===== src/design/wdda_pkg.sv =====
// Shared types and constants for the working-day date advance block.
// Used by wdda_seq, wdda_datapath and the top level; no dependencies.
`default_nettype none

package wdda_pkg;

  localparam logic [13:0] LAST_YEAR = 14'd9999;
  localparam int unsigned CNT_LIMIT = 4095;  // largest count the 12-bit field can carry
  // Reciprocal constants: x/100 = (x*5243)>>19, x/7 = (x*18725)>>17 (exact for x < 43690)
  localparam logic [14:0] RECIP_100 = 15'd5243;
  localparam logic [14:0] RECIP_7   = 15'd18725;

  typedef logic [2:0] step_t;

  localparam step_t STEP_IDLE  = 3'd0;
  localparam step_t STEP_MULY  = 3'd1;
  localparam step_t STEP_YRINI = 3'd2;
  localparam step_t STEP_CHECK = 3'd3;
  localparam step_t STEP_MUL7  = 3'd4;
  localparam step_t STEP_MOD7  = 3'd5;
  localparam step_t STEP_WALK  = 3'd6;
  localparam step_t STEP_DONE  = 3'd7;

  typedef enum logic [1:0] {
    MUL_YEAR,
    MUL_YY,
    MUL_WSUM
  } mul_sel_e;

  typedef enum logic [2:0] {
    COND_NEVER,
    COND_NO_START,
    COND_BAD,
    COND_WALKING,
    COND_ALWAYS
  } cond_e;

  typedef struct packed {
    mul_sel_e mul_sel;
    logic     ld_q;
    logic     yr_init;
    logic     check;
    logic     ld_w;
    logic     walk;
    logic     emit;
    cond_e    cond;
    step_t    target;
  } ctl_t;

  typedef struct packed {
    logic bad;
    logic walk_end;
  } status_t;

  typedef struct packed {
    logic [4:0]  start_day;
    logic [3:0]  start_month;
    logic [13:0] start_year;
    logic [11:0] working_day_count;
  } cmd_t;

  typedef struct packed {
    logic [4:0]  return_day;
    logic [3:0]  return_month;
    logic [13:0] return_year;
    logic        bad_date;
  } result_t;

  function automatic logic [4:0] month_days(input logic [3:0] m, input logic leap);
    logic [4:0] len;
    begin
      case (m)
        4'd2:    len = leap ? 5'd29 : 5'd28;
        4'd4:    len = 5'd30;
        4'd6:    len = 5'd30;
        4'd9:    len = 5'd30;
        4'd11:   len = 5'd30;
        default: len = 5'd31;
      endcase
      return len;
    end
  endfunction

  // (31*mm)/12 term of the weekday formula, mm counted from March
  function automatic logic [4:0] month_offset(input logic [3:0] m);
    logic [4:0] off;
    begin
      case (m)
        4'd1:    off = 5'd28;
        4'd2:    off = 5'd31;
        4'd3:    off = 5'd2;
        4'd4:    off = 5'd5;
        4'd5:    off = 5'd7;
        4'd6:    off = 5'd10;
        4'd7:    off = 5'd12;
        4'd8:    off = 5'd15;
        4'd9:    off = 5'd18;
        4'd10:   off = 5'd20;
        4'd11:   off = 5'd23;
        4'd12:   off = 5'd25;
        default: off = 5'd0;
      endcase
      return off;
    end
  endfunction

endpackage

`default_nettype wire


===== src/design/wdda_seq.sv =====
// Microcode sequencer: step counter, control-word ROM and conditional jumps.
// Depends on wdda_pkg.
`default_nettype none

module wdda_seq import wdda_pkg::*; (
  input  wire     clk_i,
  input  wire     rst_ni,
  input  wire     start_i,
  input  status_t status_i,
  output ctl_t    ctl_o,
  output logic    busy_o
);

  function automatic ctl_t ucode(input step_t s);
    ctl_t w;
    begin
      w = '{mul_sel: MUL_YEAR, ld_q: 1'b0, yr_init: 1'b0, check: 1'b0, ld_w: 1'b0,
            walk: 1'b0, emit: 1'b0, cond: COND_NEVER, target: STEP_IDLE};
      case (s)
        STEP_IDLE: begin
          w.cond   = COND_NO_START;
          w.target = STEP_IDLE;
        end
        STEP_MULY: begin
          w.mul_sel = MUL_YEAR;
          w.ld_q    = 1'b1;
        end
        STEP_YRINI: begin
          w.yr_init = 1'b1;
          w.mul_sel = MUL_YY;
          w.ld_q    = 1'b1;
        end
        STEP_CHECK: begin
          w.check  = 1'b1;
          w.cond   = COND_BAD;
          w.target = STEP_DONE;
        end
        STEP_MUL7: begin
          w.mul_sel = MUL_WSUM;
          w.ld_q    = 1'b1;
        end
        STEP_MOD7: begin
          w.ld_w = 1'b1;
        end
        STEP_WALK: begin
          w.walk   = 1'b1;
          w.cond   = COND_WALKING;
          w.target = STEP_WALK;
        end
        STEP_DONE: begin
          w.emit   = 1'b1;
          w.cond   = COND_ALWAYS;
          w.target = STEP_IDLE;
        end
        default: w.cond = COND_ALWAYS;
      endcase
      return w;
    end
  endfunction

  step_t pc_q, pc_d;
  logic  taken;

  assign ctl_o  = ucode(pc_q);
  assign busy_o = (pc_q != STEP_IDLE);

  always_comb begin
    case (ctl_o.cond)
      COND_NO_START: taken = !start_i;
      COND_BAD:      taken = status_i.bad;
      COND_WALKING:  taken = !status_i.walk_end;
      COND_ALWAYS:   taken = 1'b1;
      default:       taken = 1'b0;
    endcase
    pc_d = taken ? ctl_o.target : pc_q + 3'd1;
  end

  always_ff @(posedge clk_i or negedge rst_ni) begin
    if (!rst_ni) begin
      pc_q <= STEP_IDLE;
    end else begin
      pc_q <= pc_d;
    end
  end

endmodule

`default_nettype wire


===== src/design/wdda_datapath.sv =====
// Datapath: date registers, shared reciprocal multiplier, year residues,
// weekday tracker and working-day counter. Depends on wdda_pkg.
`default_nettype none

module wdda_datapath import wdda_pkg::*; #(
  parameter int unsigned MAX_WORKING_DAYS = 4095
) (
  input  wire        clk_i,
  input  wire        load_i,
  input  cmd_t       cmd_i,
  input  ctl_t       ctl_i,
  input  wire  [2:0] wkend_first_i,
  input  wire  [2:0] wkend_second_i,
  output status_t    status_o,
  output result_t    result_o
);

  localparam int unsigned NCap = (MAX_WORKING_DAYS > CNT_LIMIT) ? CNT_LIMIT : MAX_WORKING_DAYS;
  localparam logic [11:0] NCapV = NCap[11:0];

  logic [4:0]  d_q;
  logic [3:0]  m_q;
  logic [13:0] y_q;
  logic [11:0] n_q;
  logic [12:0] cnt_q;
  logic        bad_q;
  logic [11:0] q_q;
  logic [14:0] wsum_q;
  logic [2:0]  w_q;
  logic [1:0]  r4_q;    // year mod 4
  logic [6:0]  r100_q;  // year mod 100
  logic [1:0]  q4_q;    // (year / 100) mod 4

  logic        leap, eom, ovf, work, invalid;
  logic [4:0]  dim;
  logic [13:0] yy;
  logic [14:0] mul_a, mul_c, wsum;
  logic [29:0] prod;
  logic [11:0] mul_q;
  logic [12:0] cnt_next;
  logic [11:0] n_sat;

  assign leap = ((r4_q == 2'd0) && (r100_q != 7'd0)) || ((r100_q == 7'd0) && (q4_q == 2'd0));
  assign dim  = month_days(m_q, leap);
  assign yy   = (m_q <= 4'd2) ? y_q - 14'd1 : y_q;

  assign invalid = (m_q == 4'd0) || (m_q > 4'd12) || (y_q == 14'd0) || (y_q > LAST_YEAR)
                 || (d_q == 5'd0) || (d_q > dim);

  always_comb begin
    case (ctl_i.mul_sel)
      MUL_YY:   mul_a = {1'b0, yy};
      MUL_WSUM: mul_a = wsum_q;
      default:  mul_a = {1'b0, y_q};
    endcase
    mul_c = (ctl_i.mul_sel == MUL_WSUM) ? RECIP_7 : RECIP_100;
    prod  = 30'(mul_a) * 30'(mul_c);
    mul_q = (ctl_i.mul_sel == MUL_WSUM) ? prod[28:17] : {4'd0, prod[26:19]};
  end

  // q_q holds yy/100 here
  assign wsum = 15'(d_q) + 15'(yy) + 15'(yy >> 2) - 15'(q_q[7:0]) + 15'(q_q[7:2])
              + 15'(month_offset(m_q));

  assign work     = (w_q != wkend_first_i) && (w_q != wkend_second_i);
  assign cnt_next = cnt_q + 13'(work);
  assign eom      = (d_q == dim);
  assign ovf      = eom && (m_q == 4'd12) && (y_q == LAST_YEAR);

  assign n_sat = (cmd_i.working_day_count > NCapV) ? NCapV : cmd_i.working_day_count;

  always_ff @(posedge clk_i) begin
    if (load_i) begin
      d_q   <= cmd_i.start_day;
      m_q   <= cmd_i.start_month;
      y_q   <= cmd_i.start_year;
      n_q   <= n_sat;
      cnt_q <= '0;
      bad_q <= 1'b0;
    end
    if (ctl_i.ld_q) begin
      q_q <= mul_q;
    end
    if (ctl_i.yr_init) begin
      r4_q   <= y_q[1:0];
      r100_q <= 7'(y_q - 14'(q_q[7:0]) * 14'd100);
      q4_q   <= q_q[1:0];
    end
    if (ctl_i.check) begin
      bad_q  <= invalid;
      wsum_q <= wsum;
    end
    if (ctl_i.ld_w) begin
      w_q <= 3'(wsum_q - 15'(q_q) * 15'd7);
    end
    if (ctl_i.walk) begin
      cnt_q <= cnt_next;
      w_q   <= (w_q == 3'd6) ? 3'd0 : w_q + 3'd1;
      if (ovf) begin
        bad_q <= 1'b1;  // date stays on the last day of the range
      end else if (eom) begin
        d_q <= 5'd1;
        if (m_q == 4'd12) begin
          m_q  <= 4'd1;
          y_q  <= y_q + 14'd1;
          r4_q <= r4_q + 2'd1;
          if (r100_q == 7'd99) begin
            r100_q <= 7'd0;
            q4_q   <= q4_q + 2'd1;
          end else begin
            r100_q <= r100_q + 7'd1;
          end
        end else begin
          m_q <= m_q + 4'd1;
        end
      end else begin
        d_q <= d_q + 5'd1;
      end
    end
  end

  assign status_o.bad      = invalid;
  assign status_o.walk_end = ovf || (cnt_next > {1'b0, n_q});

  assign result_o.return_day   = d_q;
  assign result_o.return_month = m_q;
  assign result_o.return_year  = y_q;
  assign result_o.bad_date     = bad_q;

endmodule

`default_nettype wire


===== src/design/working_day_date_advance.sv =====
// Top level of the working-day date advance block: APB register file,
// microcode sequencer and datapath. Depends on wdda_pkg, wdda_seq, wdda_datapath.
//
// An item is taken when start_i is high while busy_o is low; its result shows on
// result_o for one cycle with done_o high and cannot be held off. A valid date
// keeps the block busy through the steps MULY, YRINI, CHECK, MUL7 and MOD7, then
// a WALK step for each calendar day walked (about 1.4*(N+1) days), then DONE; the walk
// loop advances one day per cycle. An invalid start date goes from CHECK straight
// to DONE. N is clamped to MAX_WORKING_DAYS. Weekend days live at APB offsets 0x0
// and 0x4 (reset Friday and Saturday); write them only while the block is idle.
`default_nettype none

module working_day_date_advance import wdda_pkg::*; #(
  parameter int unsigned MAX_WORKING_DAYS = 4095
) (
  input  wire          clk_i,
  input  wire          rst_ni,
  input  wire          start_i,
  input  cmd_t         cmd_i,
  output logic         busy_o,
  output logic         done_o,
  output result_t      result_o,
  input  wire          psel,
  input  wire          penable,
  input  wire          pwrite,
  input  wire   [2:0]  paddr,
  input  wire   [31:0] pwdata,
  output logic  [31:0] prdata,
  output logic         pready
);

  logic [2:0] wk1_q, wk2_q;
  ctl_t       ctl;
  status_t    status;
  logic       accept;

  assign pready = 1'b1;
  assign prdata = paddr[2] ? {29'd0, wk2_q} : {29'd0, wk1_q};

  always_ff @(posedge clk_i or negedge rst_ni) begin
    if (!rst_ni) begin
      wk1_q <= 3'd5;
      wk2_q <= 3'd6;
    end else if (psel && penable && pwrite) begin
      if (paddr[2]) begin
        wk2_q <= pwdata[2:0];
      end else begin
        wk1_q <= pwdata[2:0];
      end
    end
  end

  assign accept = start_i && !busy_o;
  assign done_o = ctl.emit;

  wdda_seq u_seq (
    .clk_i    (clk_i),
    .rst_ni   (rst_ni),
    .start_i  (start_i),
    .status_i (status),
    .ctl_o    (ctl),
    .busy_o   (busy_o)
  );

  wdda_datapath #(
    .MAX_WORKING_DAYS (MAX_WORKING_DAYS)
  ) u_datapath (
    .clk_i          (clk_i),
    .load_i         (accept),
    .cmd_i          (cmd_i),
    .ctl_i          (ctl),
    .wkend_first_i  (wk1_q),
    .wkend_second_i (wk2_q),
    .status_o       (status),
    .result_o       (result_o)
  );

endmodule

`default_nettype wire


===== config.mk =====
export PLATFORM = sky130hd
export DESIGN_NAME = working_day_date_advance
export DESIGN_NICKNAME = d
export VERILOG_FILES = /design/src/design/wdda_pkg.sv /design/src/design/wdda_seq.sv /design/src/design/wdda_datapath.sv /design/src/design/working_day_date_advance.sv
export SDC_FILE = /design/constraint.sdc
export NUM_CORES = 1
export LEC_CHECK = 0
export BUFFER_PORTS_ARGS = -buffer_cell sky130_fd_sc_hd__buf_2
export CORE_MARGIN = 1
export CORE_UTILIZATION = 55
export CTS_CLUSTER_DIAMETER = 100
export DETAILED_ROUTE_END_ITERATION = 6
export GPL_ROUTABILITY_DRIVEN = 0
export MAX_ROUTING_LAYER = met4
export PLACE_DENSITY = 0.71
export SKIP_CTS_REPAIR_TIMING = 1
export SLEW_MARGIN = 30
export SYNTH_ARGS = -nofsm -noshare
export SYNTH_HDL_FRONTEND = slang
export SYNTH_SLANG_ARGS = --single-unit

===== constraint.sdc =====
create_clock -name clk_i -period 9.5 [get_ports clk_i]
set_input_delay 2.375 -clock clk_i [delete_from_list [all_inputs] [get_ports clk_i]]
set_output_delay 2.375 -clock clk_i [all_outputs]
set_load 0.02 [all_outputs]

=== Yosys cells after proc, flatten, opt, wreduce, memory -nomap -nowiden ===
Memories as Yosys holds them, arrays and structs flattened. A register that Yosys moved wholly into a read port is not among the register bits.
Index checks and enable logic that the tools add are counted.

* Register bits: 99
* Bits in latches: 0
* Bits in writable memories: 0
* Memory bits (read-only): 80
* Output and inout port bits: 59
* Memories kept: 1

* $add $sub $neg: 17
* Multipliers: 3
* Divide/modulo/power cells: 0
* Magnitude comparators: 6
* Equality and inequality tests: 25
* Shift-type cells: 0
* Multiplexer cells: 56
* Bitwise gates (word level): 1
* Reductions and logical operators: 32

{| class="wikitable"
|+ Memories
! name !! words !! width !! read ports !! clocked after Yosys merged registers in !! wr ports !! RTL line !! text
|-
| (name not given) || 16 || 5 || 1 || 1 || 0 || wdda_pkg.sv:88 || <nowiki>case (m)</nowiki>
|}

{| class="wikitable"
|+ Operators by type and width
! kind !! number
|-
| two-way mux 14 bit || 6
|-
| two-way mux 7 bit || 6
|-
| one-hot mux 15 bit (2 select lines) || 1
|-
| multiplier 15 x 15 -> 29 bit || 1
|-
| two-way mux 13 bit || 2
|-
| one-hot mux 6 bit (4 select lines) || 1
|-
| two-way mux 2 bit || 11
|-
| two-way mux 4 bit || 5
|-
| two-way mux 5 bit || 4
|-
| equality test 3 bit (second input constant) || 6
|-
| adder 15 x 12 -> 15 bit || 1
|-
| adder 15 x 5 -> 15 bit || 1
|-
| adder 15 x 6 -> 15 bit || 1
|-
| adder 5 x 14 -> 15 bit || 1
|-
| two-way mux 15 bit || 1
|-
| two-way mux 3 bit || 5
|-
| subtractor 15 x 8 -> 15 bit || 1
|-
| adder 14 x 1 -> 14 bit (second input constant) || 1
|-
| equality test 14 bit (second input constant) || 1
|-
| > comparator 14 bit (second input constant) || 1
|-
| logical NOT 14 bit || 1
|-
| subtractor 14 x 1 -> 14 bit (second input constant) || 1
|-
| adder 13 x 1 -> 13 bit || 1
|-
| > comparator 13 x 12 -> 1 bit || 1
|-
| 42 further kinds || 79
|}

=== Depth between registers and ports, before layout ===
Gate-level depths: netlist of run 1.

* Word-level depth: 12
* Mapped depth: 31

=== By module ===
From an unflattened synthesis of run 1, not the netlist that was laid out.

* Cells, all modules: 1,413
* Area total of the unflattened synthesis: 13,077.5 µm²

{| class="wikitable"
|+ Modules (own cells, without submodules)
! module !! times used !! cells an instance !! area each (µm²) !! sequential area each (µm²)
|-
| wdda_datapath || 1 || 1,322 || 12,141.6 || 2,332.2
|-
| working_day_date_advance || 1 || 50 || 531.8 || 155.1
|-
| wdda_seq || 1 || 41 || 404.1 || 75.1
|}

=== Least setup slack after synthesis of run 1 ===
OpenSTA, ideal clock, no wires.

* Kind: register to register
* Start: register u_datapath.y_q[2]
* End: register u_datapath.q_q[7] (data pin)
* Setup time: 273 ps
* Arrival time: 7,398 ps
* Data required time: 9,227 ps
* Slack: 1,829 ps
* Stages on the path, launching flop included: 27
* Clock period less this slack: 7,671 ps
* Cell sequence: dfxtp_1 buf_6 or3_1 or3_4 nor2_1 nand2_1 xor2_1 o21ai_0 and2_1 fa_1 inv_1 fa_1 fa_1 inv_1 fa_1 fa_1 inv_1 fa_1 inv_1 ha_1 nand4_1 or3_1 o31a_1 a21o_1 o21a_1 o311ai_1 nand4_1

* Cells in the longest elaborated chain, start to end: 5

{| class="wikitable"
|+ RTL lines
! what !! RTL line !! text
|-
| from (decl) || wdda_datapath.sv:23 || <nowiki>logic [13:0] y_q;</nowiki>
|-
| from (signal assigned) || wdda_datapath.sv:76 || <nowiki>y_q <= cmd_i.start_year;</nowiki>
|-
| from (signal assigned) || wdda_datapath.sv:105 || <nowiki>y_q <= y_q + 14'd1;</nowiki>
|-
| subtractor 14 x 1 -> 14 bit || wdda_datapath.sv:45 || <nowiki>assign yy = (m_q <= 4'd2) ? y_q - 14'd1 : y_q;</nowiki>
|-
| two-way mux 14 bit || wdda_datapath.sv:45 ||
|-
| one-hot mux 15 bit (2 select lines) * || wdda_datapath.sv:51 || <nowiki>case (ctl_i.mul_sel)</nowiki>
|-
| multiplier 15 x 15 -> 29 bit * || wdda_datapath.sv:57 || <nowiki>prod = 30'(mul_a) * 30'(mul_c);</nowiki>
|-
| two-way mux 8 bit * || wdda_datapath.sv:58 || <nowiki>mul_q = (ctl_i.mul_sel == MUL_WSUM) ? prod[28:17] : {4'd0, prod[26:19]};</nowiki>
|-
| named net u_datapath.mul_q[7] || wdda_datapath.sv:39 || <nowiki>logic [11:0] mul_q;</nowiki>
|-
| to (signal assigned) || wdda_datapath.sv:82 || <nowiki>q_q <= mul_q;</nowiki>
|-
| to (decl) || wdda_datapath.sv:27 || <nowiki>logic [11:0] q_q;</nowiki>
|}

The timed path passes the listed nets; every way through them passes the cells marked *.
A chain may end at the register's enable or synchronous reset.

=== Worst setup path after layout of run 1 ===
* Start: register u_datapath.y_q[0]
* End: register u_datapath.q_q[6] (data pin)

The elaborated chain is that of the path after synthesis.

==> results.txt, run 1 <==
----------------------------------------------------
[Detailed routing]
  Overall routed net length ... 29.0 mm
  Count of vias placed by the detailed router ... 9562
  Iter 0 DRT Violations ... 499
  DR pass1 iterations ... 5
  Average via count per standard cell ... 5.44
  Antenna Nets Post-Route ... 0
  Number of remaining DRC errors ... 0
  Wire length per cell after detailed routing ... 16.5 µm

[Clock tree]
  Deepest level of the CTS H-tree ... 3
  Clock network latency to the later pin of the worst-skew pair ... 360 ps
  Clock buffer count from CTS ... 9
  Clock-pin slew on the worst setup and hold paths ... 70 ps
  CTS tree ... done
  Clock root buffer ... sky130_fd_sc_hd__clkbuf_16
  Number of buffers on the longest clock path ... 2
  TritonCTS sink count ... 100

[Worst hold path]
  Hold path startpoint ... u_datapath.q4_q[1]
  Worst hold path cell count ... 2
  Hold/Removal Path Class ... reg -> reg
  Destination of the worst hold path ... u_datapath.q4_q[1]

[Setup path]
  Crit path max-delay cell type ... sky130_fd_sc_hd__a2111oi_0
  Largest incremental delay on the critical path ... 710 ps
  Critical register-to-register path endpoint ... u_datapath.q_q[6]
  Launching element type of the critical path ... flop
  Reg-to-Reg Start ... u_datapath.y_q[0]
  Startpoint-to-endpoint class of the critical path ... reg -> reg
  Cell depth of the worst flop-to-flop path ... 30
  Slack of the worst reg-to-reg path ... 820 ps
  Required time worst endpoint ... 9590 ps
  Nature of the critical path endpoint ... flop
  Dominant cell type by count on the critical path ... sky130_fd_sc_hd__inv_1
  Crit Path Max Fanout ... 9
  Data arrival at the endpoint of the critical path ... 8780 ps

[Yosys]
  Area share of the leading cell type in the synthesized netlist ... 20.3%
  Cell taking the most area after synthesis ... sky130_fd_sc_hd__fa_1
  Post-Syn Area per Cell ... 9.05 µm²
  Number of library cell types mapped by synthesis ... 79
  Yosys synthesis warning count ... 0
  Synthesized netlist cell count ... 1397
  Post-synth EDFFs ... 51
  Asr flop ratio synth ... 9.00%
  Commonest register cell after synthesis ... sky130_fd_sc_hd__edfxtp_1
  Sequential-to-total area share from yosys stat ... 20.3%
  Most area-consuming cells after synthesis ... sky130_fd_sc_hd__fa_1 (20%), sky130_fd_sc_hd__ha_1 (17%), sky130_fd_sc_hd__edfxtp_1 (12%)
  Synth Register Bits ... 100
  Netlist area before placement ... 12600 µm²

[Finish]
  Most frequent standard cell in the layout excluding fill and tap cells ... sky130_fd_sc_hd__inv_1
  Number of fill cells ... 2026
  Nets ... 1846
  Diode count ... 0
  Commonest cells after routing, fill and taps aside ... sky130_fd_sc_hd__inv_1 (261), sky130_fd_sc_hd__ha_1 (173), sky130_fd_sc_hd__fa_1 (128), sky130_fd_sc_hd__nand2_1 (99), sky130_fd_sc_hd__nor2_1 (92)
  Share of layout cells above drive strength 1 ... 9.57%
  Synthesis-to-finish area growth ... 7.15%

[STA]
  Worst max-slew margin expressed relative to the limit ... 40.8%
  Share of the clock period used by the worst path ... 91.4%
  Max Slew Vio Count ... 0
  RSZ-0062 raised after global routing ... no
  Clock tree skew after final layout ... 10.9 ps
  Final-report setup violation count ... 0
  Maximum clock rate ... 115 MHz
  Transition time of the tightest slew-check pin ... 888 ps
  Total negative slack ... 0 ps
  Final Hold Fails ... 0
  Final critical path time including I/O delays and setup ... 8680 ps

[Global routing]
  Maximum number of pins on one net before global-route repair ... 33
  Aggregate global routing overflow ... 0
  Via count of the first global-routing pass ... 9667
  Total track usage ... 27.0%
  Number of antenna violations at the first check in global routing ... 0
  Global-route wire length before repair ... 49.1 mm

[Placed design]
  Half-perimeter wire length after placement ... 24.4 mm
  Number of port buffers ... 73

[Floorplanning]
  Total die area ... 23600 µm²
  Core region area ... 22600 µm²
  Die outline width ... 154 µm
  I/O pins ... 135
  Num rows ... 55
  Die Y-Extent ... 154 µm
  Starting density of the core ... 56.0%

[Job]
  Max-cap viol count ... 0

[Outcome]
  Status ... finished clean

----------------------------------------------------
-- per-stage QoR --
stage | cells | util (%) | worst slack, ps | hold WS, ps | instance area, µm²
detailed placement | 1743 | 58.6 | 840 | 488 | 13200
floorplan | 1465 | - | 1830 | 451 | 12900
CTS | 1759 | 60.0 | 812 | 498 | 13500
global placement | 1743 | 58.6 | 895 | 462 | 13200
global route | 1759 | 60.0 | 351 | 528 | 13500
finish | 1759 | 60.0 | 817 | 501 | 13500
-- worst max path at each step --
stage | start | endpoint | slack [ps]
finish | u_datapath.y_q[0] | u_datapath.q_q[6] | 820
global route | u_datapath.y_q[0] | u_datapath.q_q[6] | 350
global placement | u_datapath.y_q[2] | u_datapath.q_q[6] | 900
CTS | u_datapath.y_q[0] | u_datapath.q_q[6] | 810
floorplan | u_datapath.y_q[2] | u_datapath.q_q[7] | 1830
detailed placement | u_datapath.y_q[2] | u_datapath.q_q[6] | 840
-- state kept, by name, summed over array words and instances (netlist names), 4 cells and up, named ones only --
signal and cells:
u_datapath.wsum_q 15, u_datapath.y_q 14, u_datapath.cnt_q 13, u_datapath.n_q 12, u_datapath.q_q 8, u_datapath.r100_q 7, u_datapath.d_q 5, u_datapath.m_q 4
-- layout make-up --
cell class	count	area (µm²)	share of cell area, %
clock buffer	9	225	1.66
clock inverter	7	88.8	0.656
inverter	262	983	7.26
multi-input combinational	1011	8870	65.5
sequential	100	2560	18.9
tap	285	357	2.63
timing repair buffer	85	455	3.36
-- critical path, delay by kind of cell, from the launching register on --
kind	cells	cell delay, ps
multiplexers	1	180
buffers and inverters	7	540
flip-flops	1	450
adder cells (fa/ha/maj)	8	3670
AND/OR/NAND/NOR	7	1530
AO/OA/AOI/OAI	7	2040
-- metal layers --
layer	wire length, µm	global-route usage [%]	part of all wire (%)	vias up
met2	14000	44.7	48	252
met3	1290	2.79	4.5	40
met4	446	5.57	1.5	0
li1	-	-	-	4612
met5	0	-	0	-
met1	13200	36.1	46	4658
-- kinds of logic after synthesis --
| kind of cell | count (synthesis) | synth area share (%) |
|---|---|---|
| fa+ha+maj | 301 | 37.4 |
| other cells | 2 | 0.0594 |
| flops | 100 | 20.3 |
| compound gates | 219 | 11.2 |
| xor+xnor | 67 | 4.64 |
| simple gates | 331 | 12.8 |
| mux | 23 | 1.97 |
| buf+inv | 354 | 11.6 |
-- synthesized netlist by cell type, types with 14 or more instances --
library cell               number
sky130_fd_sc_hd__nand2_1       99
sky130_fd_sc_hd__xor2_1        18
sky130_fd_sc_hd__fa_1         128
sky130_fd_sc_hd__dfxtp_1       40
sky130_fd_sc_hd__and2_1        19
sky130_fd_sc_hd__o21a_1        14
sky130_fd_sc_hd__nand3_1       20
sky130_fd_sc_hd__clkbuf_1      47
sky130_fd_sc_hd__nor3_1        21
sky130_fd_sc_hd__ha_1         173
sky130_fd_sc_hd__o21ai_0       52
sky130_fd_sc_hd__inv_1        261
sky130_fd_sc_hd__nor2_1        93
sky130_fd_sc_hd__buf_4         31
sky130_fd_sc_hd__a211oi_1      14
sky130_fd_sc_hd__edfxtp_1      51
sky130_fd_sc_hd__xnor2_1       49
sky130_fd_sc_hd__a21oi_1       58
Power of run 1 is not shown: default switching activity piles up to over one toggle a cycle in this logic, so the estimate is an artifact.
==> run 2: changes to the inputs <==
- CAP_MARGIN: default -> 15
- HOLD_SLACK_MARGIN: default -> 0.06
- PLACE_DENSITY: 0.71 -> 0.75
==> results.txt, run 2 (synthesized netlist as in run 1, its figures left out) <==
----------------------------------------------------
[Outcome]
  Status ... finished clean

[Setup path]
  Nature of the critical path endpoint ... flop
  Startpoint-to-endpoint class of the critical path ... reg -> reg
  Required time worst endpoint ... 9580 ps (about the same)
  Slack of the worst reg-to-reg path ... 730 ps (-90 ps)
  Number of buffer and inverter instances along the worst setup path ... 6 (-1)
  Cell depth of the worst flop-to-flop path ... 29 (-3.3%)
  Crit Path Max Fanout ... 10 (+1)
  Crit path max-delay cell type ... sky130_fd_sc_hd__a211oi_2
  Largest incremental delay on the critical path ... 580 ps (-130 ps)
  Critical register-to-register path endpoint ... u_datapath.q_q[3]
  Launching element type of the critical path ... flop
  Top Family by Delay on Critical Path ... adder cells
  Reg-to-Reg Start ... u_datapath.m_q[3]
  Data arrival at the endpoint of the critical path ... 8860 ps (+80 ps)

[Detailed routing]
  Overall routed net length ... 29.2 mm (+0.79%)
  DR pass1 iterations ... 5 (unchanged)
  Wire length per cell after detailed routing ... 16.6 µm (+0.96%)
  Number of remaining DRC errors ... 0 (unchanged)
  Iter 0 DRT Violations ... 589 (+18%)
  Count of vias placed by the detailed router ... 9587 (+0.26%)
  Average via count per standard cell ... 5.46 (+0.43%)
  Antenna Nets Post-Route ... 0 (unchanged)

[Finish]
  Diode count ... 0 (unchanged)
  Register with the most flip-flops ... u_datapath.wsum_q
  Share of layout cells above drive strength 1 ... 9.11% (-0.46 points)
  Post-route standard cell area excluding fillers ... 13500 µm² (-0.46%)
  Most frequent standard cell in the layout excluding fill and tap cells ... sky130_fd_sc_hd__inv_1
  Flip-flop count of the largest register after layout ... 15 (unchanged)
  Largest registers ranked by flip-flop count ... u_datapath.wsum_q x15, u_datapath.y_q x14, u_datapath.cnt_q x13
  Commonest cells after routing, fill and taps aside ... sky130_fd_sc_hd__inv_1 (261), sky130_fd_sc_hd__ha_1 (173), sky130_fd_sc_hd__fa_1 (128), sky130_fd_sc_hd__nand2_1 (99), sky130_fd_sc_hd__nor2_1 (92)
  Count of non-filler cells in the finished layout ... 1756 (-0.17%)
  Nets ... 1843 (-0.16%)
  Finished Core Util ... 59.7% (-0.28 points)
  Synthesis-to-finish area growth ... 6.65%

[Worst hold path]
  Destination of the worst hold path ... u_datapath.q4_q[1]
  Hold/Removal Path Class ... reg -> reg
  Worst hold path cell count ... 2 (unchanged)
  Hold path startpoint ... u_datapath.q4_q[1]

[Floorplanning]
  Total die area ... 23600 µm² (unchanged)
  Num rows ... 55 (unchanged)
  Die Y-Extent ... 154 µm (unchanged)
  Die outline width ... 154 µm (unchanged)
  Starting density of the core ... 56.0% (unchanged)
  I/O pins ... 135 (unchanged)
  Core region area ... 22600 µm² (unchanged)

[Clock tree]
  Clock root buffer ... sky130_fd_sc_hd__clkbuf_16
  CTS tree ... done
  Clock network latency to the later pin of the worst-skew pair ... 350 ps (about the same)
  Clock-pin slew on the worst setup and hold paths ... 70 ps (about the same)
  TritonCTS sink count ... 100 (unchanged)
  Deepest level of the CTS H-tree ... 3 (unchanged)
  Clock buffer count from CTS ... 9 (unchanged)
  Number of buffers on the longest clock path ... 2 (unchanged)

[Global routing]
  Total track usage ... 26.9% (-0.11 points)
  Via count of the first global-routing pass ... 9914 (+2.6%)
  Global routing's busiest layer ... met2
  Maximum number of pins on one net before global-route repair ... 33 (unchanged)
  GR Util met2 ... 44.4% (-0.32 points)
  Aggregate global routing overflow ... 0 (unchanged)
  Met1 Track Usage GR ... 35.0% (-1.0 points)
  Routing usage on met3 ... 3.24% (+0.45 points)
  Global-route wire length before repair ... 48.8 mm (-0.49%)
  Number of antenna violations at the first check in global routing ... 0 (unchanged)

[STA]
  Final-report setup violation count ... 0 (unchanged)
  Share of the clock period used by the worst path ... 92.3% (+0.94 points)
  Final Hold Fails ... 0 (unchanged)
  Final critical path time including I/O delays and setup ... 8770 ps (+89.2 ps)
  Transition time of the tightest slew-check pin ... 918 ps (+30.0 ps)
  Worst max-slew margin expressed relative to the limit ... 38.8% (-2.0 points)
  Max Slew Vio Count ... 0 (unchanged)
  Clock tree skew after final layout ... 11.6 ps (+0.710 ps)
  Total negative slack ... 0 ps (unchanged)
  Maximum clock rate ... 114 MHz (-1.0%)
  RSZ-0062 raised after global routing ... no

[Placed design]
  Half-perimeter wire length after placement ... 24.4 mm (-0.14%)
  Cell Area, Placed ... 13200 µm² (-0.17%)
  Placed Cells incl. Taps ... 1740 (-0.17%)
  Number of port buffers ... 73 (unchanged)

[Job]
  Max-cap viol count ... 0 (unchanged)

----------------------------------------------------
[run 2: cell types whose count changed in the layout (fill, tap and decap cells not counted), sizes merged]
| cell | previous run | this run |
|---|---|---|
| bufinv | 1 | 0 |
| buf | 85 | 82 |
| clkinvlp | 1 | 2 |
| inv | 265 | 263 |
| clkbuf | 9 | 11 |
[run 2: metrics by stage]
step | hold WS, ps | setup slack [ps]
6_report | 483 | 728
5_1_grt | 503 | 205
4_1_cts | 484 | 805
3_5_place_dp | 474 | 847
3_3_place_gp | 459 | 854
2_1_floorplan | 451 | 1830
[run 2: final cells by class]
type | instances | area [µm²]
inverter | 262 | 983
clock inverter | 5 | 46.3
fill | 1944 | 9090
sequential | 100 | 2560
multi-input combinational | 1011 | 8860
timing repair buffer | 82 | 433
tap | 285 | 357
clock buffer | 11 | 233
[run 2: worst max-delay path by stage]
stage	to	slack, ps	from	cells after the start
6_report	u_datapath.q_q[3]	730	u_datapath.m_q[3]	29
3_3_place_gp	u_datapath.q_q[6]	850	u_datapath.m_q[3]	29
4_1_cts	u_datapath.q_q[3]	810	u_datapath.m_q[3]	29
5_1_grt	u_datapath.q_q[3]	210	u_datapath.m_q[3]	29
3_5_place_dp	u_datapath.q_q[6]	850	u_datapath.m_q[3]	29
2_1_floorplan	u_datapath.q_q[7]	1830	u_datapath.y_q[2]	26
[run 2: per-layer routing]
layer	wire, µm	vias up	share of wire (%)
li1	-	4596	-
met2	14000	303	48
met3	1610	48	5.5
met5	0	-	0
met4	639	0	2.2
met1	13000	4640	44
[run 2: worst register-to-register path, delay by kind of cell, from the launching register on]
family                   cells  cell delay, ps
AO/OA/AOI/OAI                6            2080
XOR/XNOR                     1             230
adder cells (fa/ha/maj)      7            3430
buffers and inverters        6             330
flip-flops                   1             400
multiplexers                 2             320
AND/OR/NAND/NOR              7            1700
Power of run 2 is left out for the same reason.
==> run 3: changes to the inputs <==
- CTS_BUF_LIST: default -> sky130_fd_sc_hd__clkbuf_2
- GPL_TIMING_DRIVEN: default -> 0
==> results.txt, run 3 (synthesized netlist as in run 1, its figures left out) <==
----------------------------------------------------
[Global routing]
  Via count of the first global-routing pass ... 10000 (+1.2%)
  Total track usage ... 27.4% (+0.51 points)
  Global-route wire length before repair ... 49.8 mm (+2.0%)
  Aggregate global routing overflow ... 0 (unchanged)
  Number of antenna violations at the first check in global routing ... 0 (unchanged)
  Maximum number of pins on one net before global-route repair ... 22 (-33%)

[Clock tree]
  Number of buffers on the longest clock path ... 2 (unchanged)
  CTS tree ... done
  Clock network latency to the later pin of the worst-skew pair ... 650 ps (+300 ps)
  Deepest level of the CTS H-tree ... 3 (unchanged)
  Clock buffer count from CTS ... 9 (unchanged)
  Clock-pin slew on the worst setup and hold paths ... 340 ps (+270 ps)
  Clock root buffer ... sky130_fd_sc_hd__clkbuf_2
  TritonCTS sink count ... 100 (unchanged)

[Finish]
  Sequential cell area in the final layout ... 2560 µm² (unchanged)
  Nets ... 1914 (+3.9%)
  Commonest cells after routing, fill and taps aside ... sky130_fd_sc_hd__inv_1 (261), sky130_fd_sc_hd__ha_1 (173), sky130_fd_sc_hd__fa_1 (128), sky130_fd_sc_hd__nand2_1 (99), sky130_fd_sc_hd__nor2_1 (93)
  Synthesis-to-finish area growth ... 8.05%
  Share of layout cells above drive strength 1 ... 10.1% (+0.94 points)
  Finished Core Util ... 60.5% (+0.78 points)
  Diode count ... 0 (unchanged)
  Largest registers ranked by flip-flop count ... u_datapath.wsum_q x15, u_datapath.y_q x14, u_datapath.cnt_q x13
  Multi-input logic area ... 8860 µm² (about the same)
  Flip-flop count of the largest register after layout ... 15 (unchanged)
  Number of fill cells ... 1998 (+2.8%)
  Most frequent standard cell in the layout excluding fill and tap cells ... sky130_fd_sc_hd__inv_1
  Register with the most flip-flops ... u_datapath.wsum_q

[Outcome]
  Status ... finished clean

[Floorplanning]
  Starting density of the core ... 56.0% (unchanged)
  Core region area ... 22600 µm² (unchanged)
  Num rows ... 55 (unchanged)
  Die Y-Extent ... 154 µm (unchanged)
  Total die area ... 23600 µm² (unchanged)
  I/O pins ... 135 (unchanged)
  Die outline width ... 154 µm (unchanged)

[Detailed routing]
  Count of vias placed by the detailed router ... 9822 (+2.5%)
  Wire length per cell after detailed routing ... 16.3 µm (-2.4%)
  Overall routed net length ... 29.7 mm (+1.6%)
  Iter 0 DRT Violations ... 728 (+24%)
  Number of remaining DRC errors ... 0 (unchanged)
  Average via count per standard cell ... 5.38 (-1.5%)
  Antenna Nets Post-Route ... 0 (unchanged)
  DR pass1 iterations ... 5 (unchanged)

[STA]
  Max Slew Vio Count ... 0 (unchanged)
  Total negative slack ... 0 ps (unchanged)
  Final critical path time including I/O delays and setup ... 9100 ps (+328 ps)
  RSZ-0062 raised after global routing ... no
  Final setup slack of the worst path ... 400 ps (-328 ps)
  Worst max-slew margin expressed relative to the limit ... 41.0% (+2.2 points)
  Maximum clock rate ... 110 MHz (-3.6%)
  Transition time of the tightest slew-check pin ... 885 ps (-32.4 ps)
  Clock tree skew after final layout ... 57.0 ps (+45.4 ps)
  Final-report setup violation count ... 0 (unchanged)
  Share of the clock period used by the worst path ... 95.8% (+3.5 points)
  Final Hold Fails ... 0 (unchanged)

[Setup path]
  Nature of the critical path endpoint ... flop
  Launching element type of the critical path ... flop
  Startpoint-to-endpoint class of the critical path ... reg -> reg
  Required time worst endpoint ... 9890 ps (+310 ps)
  Largest incremental delay on the critical path ... 650 ps (+70 ps)
  Data arrival at the endpoint of the critical path ... 9490 ps (+630 ps)
  Crit Path Max Fanout ... 7 (-3)
  Worst setup path start ... u_datapath.y_q[0]
  Reg-to-Reg Start ... u_datapath.y_q[0]
  Crit path max-delay cell type ... sky130_fd_sc_hd__a2111oi_1
  Dominant cell type by count on the critical path ... sky130_fd_sc_hd__inv_1

[Worst hold path]
  Hold path startpoint ... u_datapath.q4_q[1]
  Hold/Removal Path Class ... reg -> reg

[Placed design]
  Minimum setup slack after placement ... 427 ps (-420 ps)
  Number of port buffers ... 61 (-16%)
  Half-perimeter wire length after placement ... 25.1 mm (+3.2%)

[Job]
  Max-cap viol count ... 0 (unchanged)

----------------------------------------------------
## run 3: area by class of cell
type	instances	share of cell area, %
sequential	100	18.8
buffer	92	3.56
clock inverter	5	0.312
clock buffer	11	0.403
inverter	262	7.20
timing repair buffer	61	2.24
multi-input combinational	1011	64.9
tap	285	2.61
## run 3: layer usage
layer | track usage (%) | vias up | wire length (µm)
met5 | - | - | 0
met4 | 7.86 | 0 | 794
met3 | 4.59 | 59 | 2030
met2 | 44.2 | 349 | 13800
met1 | 35.6 | 4674 | 13100
li1 | - | 4740 | -
## run 3: worst paths after layout
kind	end	cells after the start	slack, ps
setup reg to reg	u_datapath.q_q[6]	31	400
hold / removal	u_datapath.q4_q[1]	2	520
hold reg to reg	u_datapath.q4_q[1]	2	520
setup / recovery	u_datapath.q_q[6]	31	400
min in group asynchronous	wk1_q[1]	1	1500
max in group asynchronous	wk2_q[2]	1	7750
## run 3: metrics by stage
| stage | instance area (µm²) | instances | hold WS, ps |
|---|---|---|---|
| finish | 13700 | 1827 | 519 |
| global route | 13700 | 1827 | 536 |
| CTS | 13700 | 1827 | 515 |
| detailed placement | 13600 | 1811 | 483 |
| global placement | 13600 | 1811 | 460 |
| floorplan | 12900 | 1465 | 451 |
## run 3: critical path: cells and delay by family, from the launching register on
kind                       cells  cell delay, ps
DFF                            1             410
muxes                          1             190
and+or+nand+nor                7            1630
adders and majority gates      8            3750
AOI/OAI and AO/OA              7            2020
buffers and inverters          8             810
Power of run 3 is left out for the same reason.
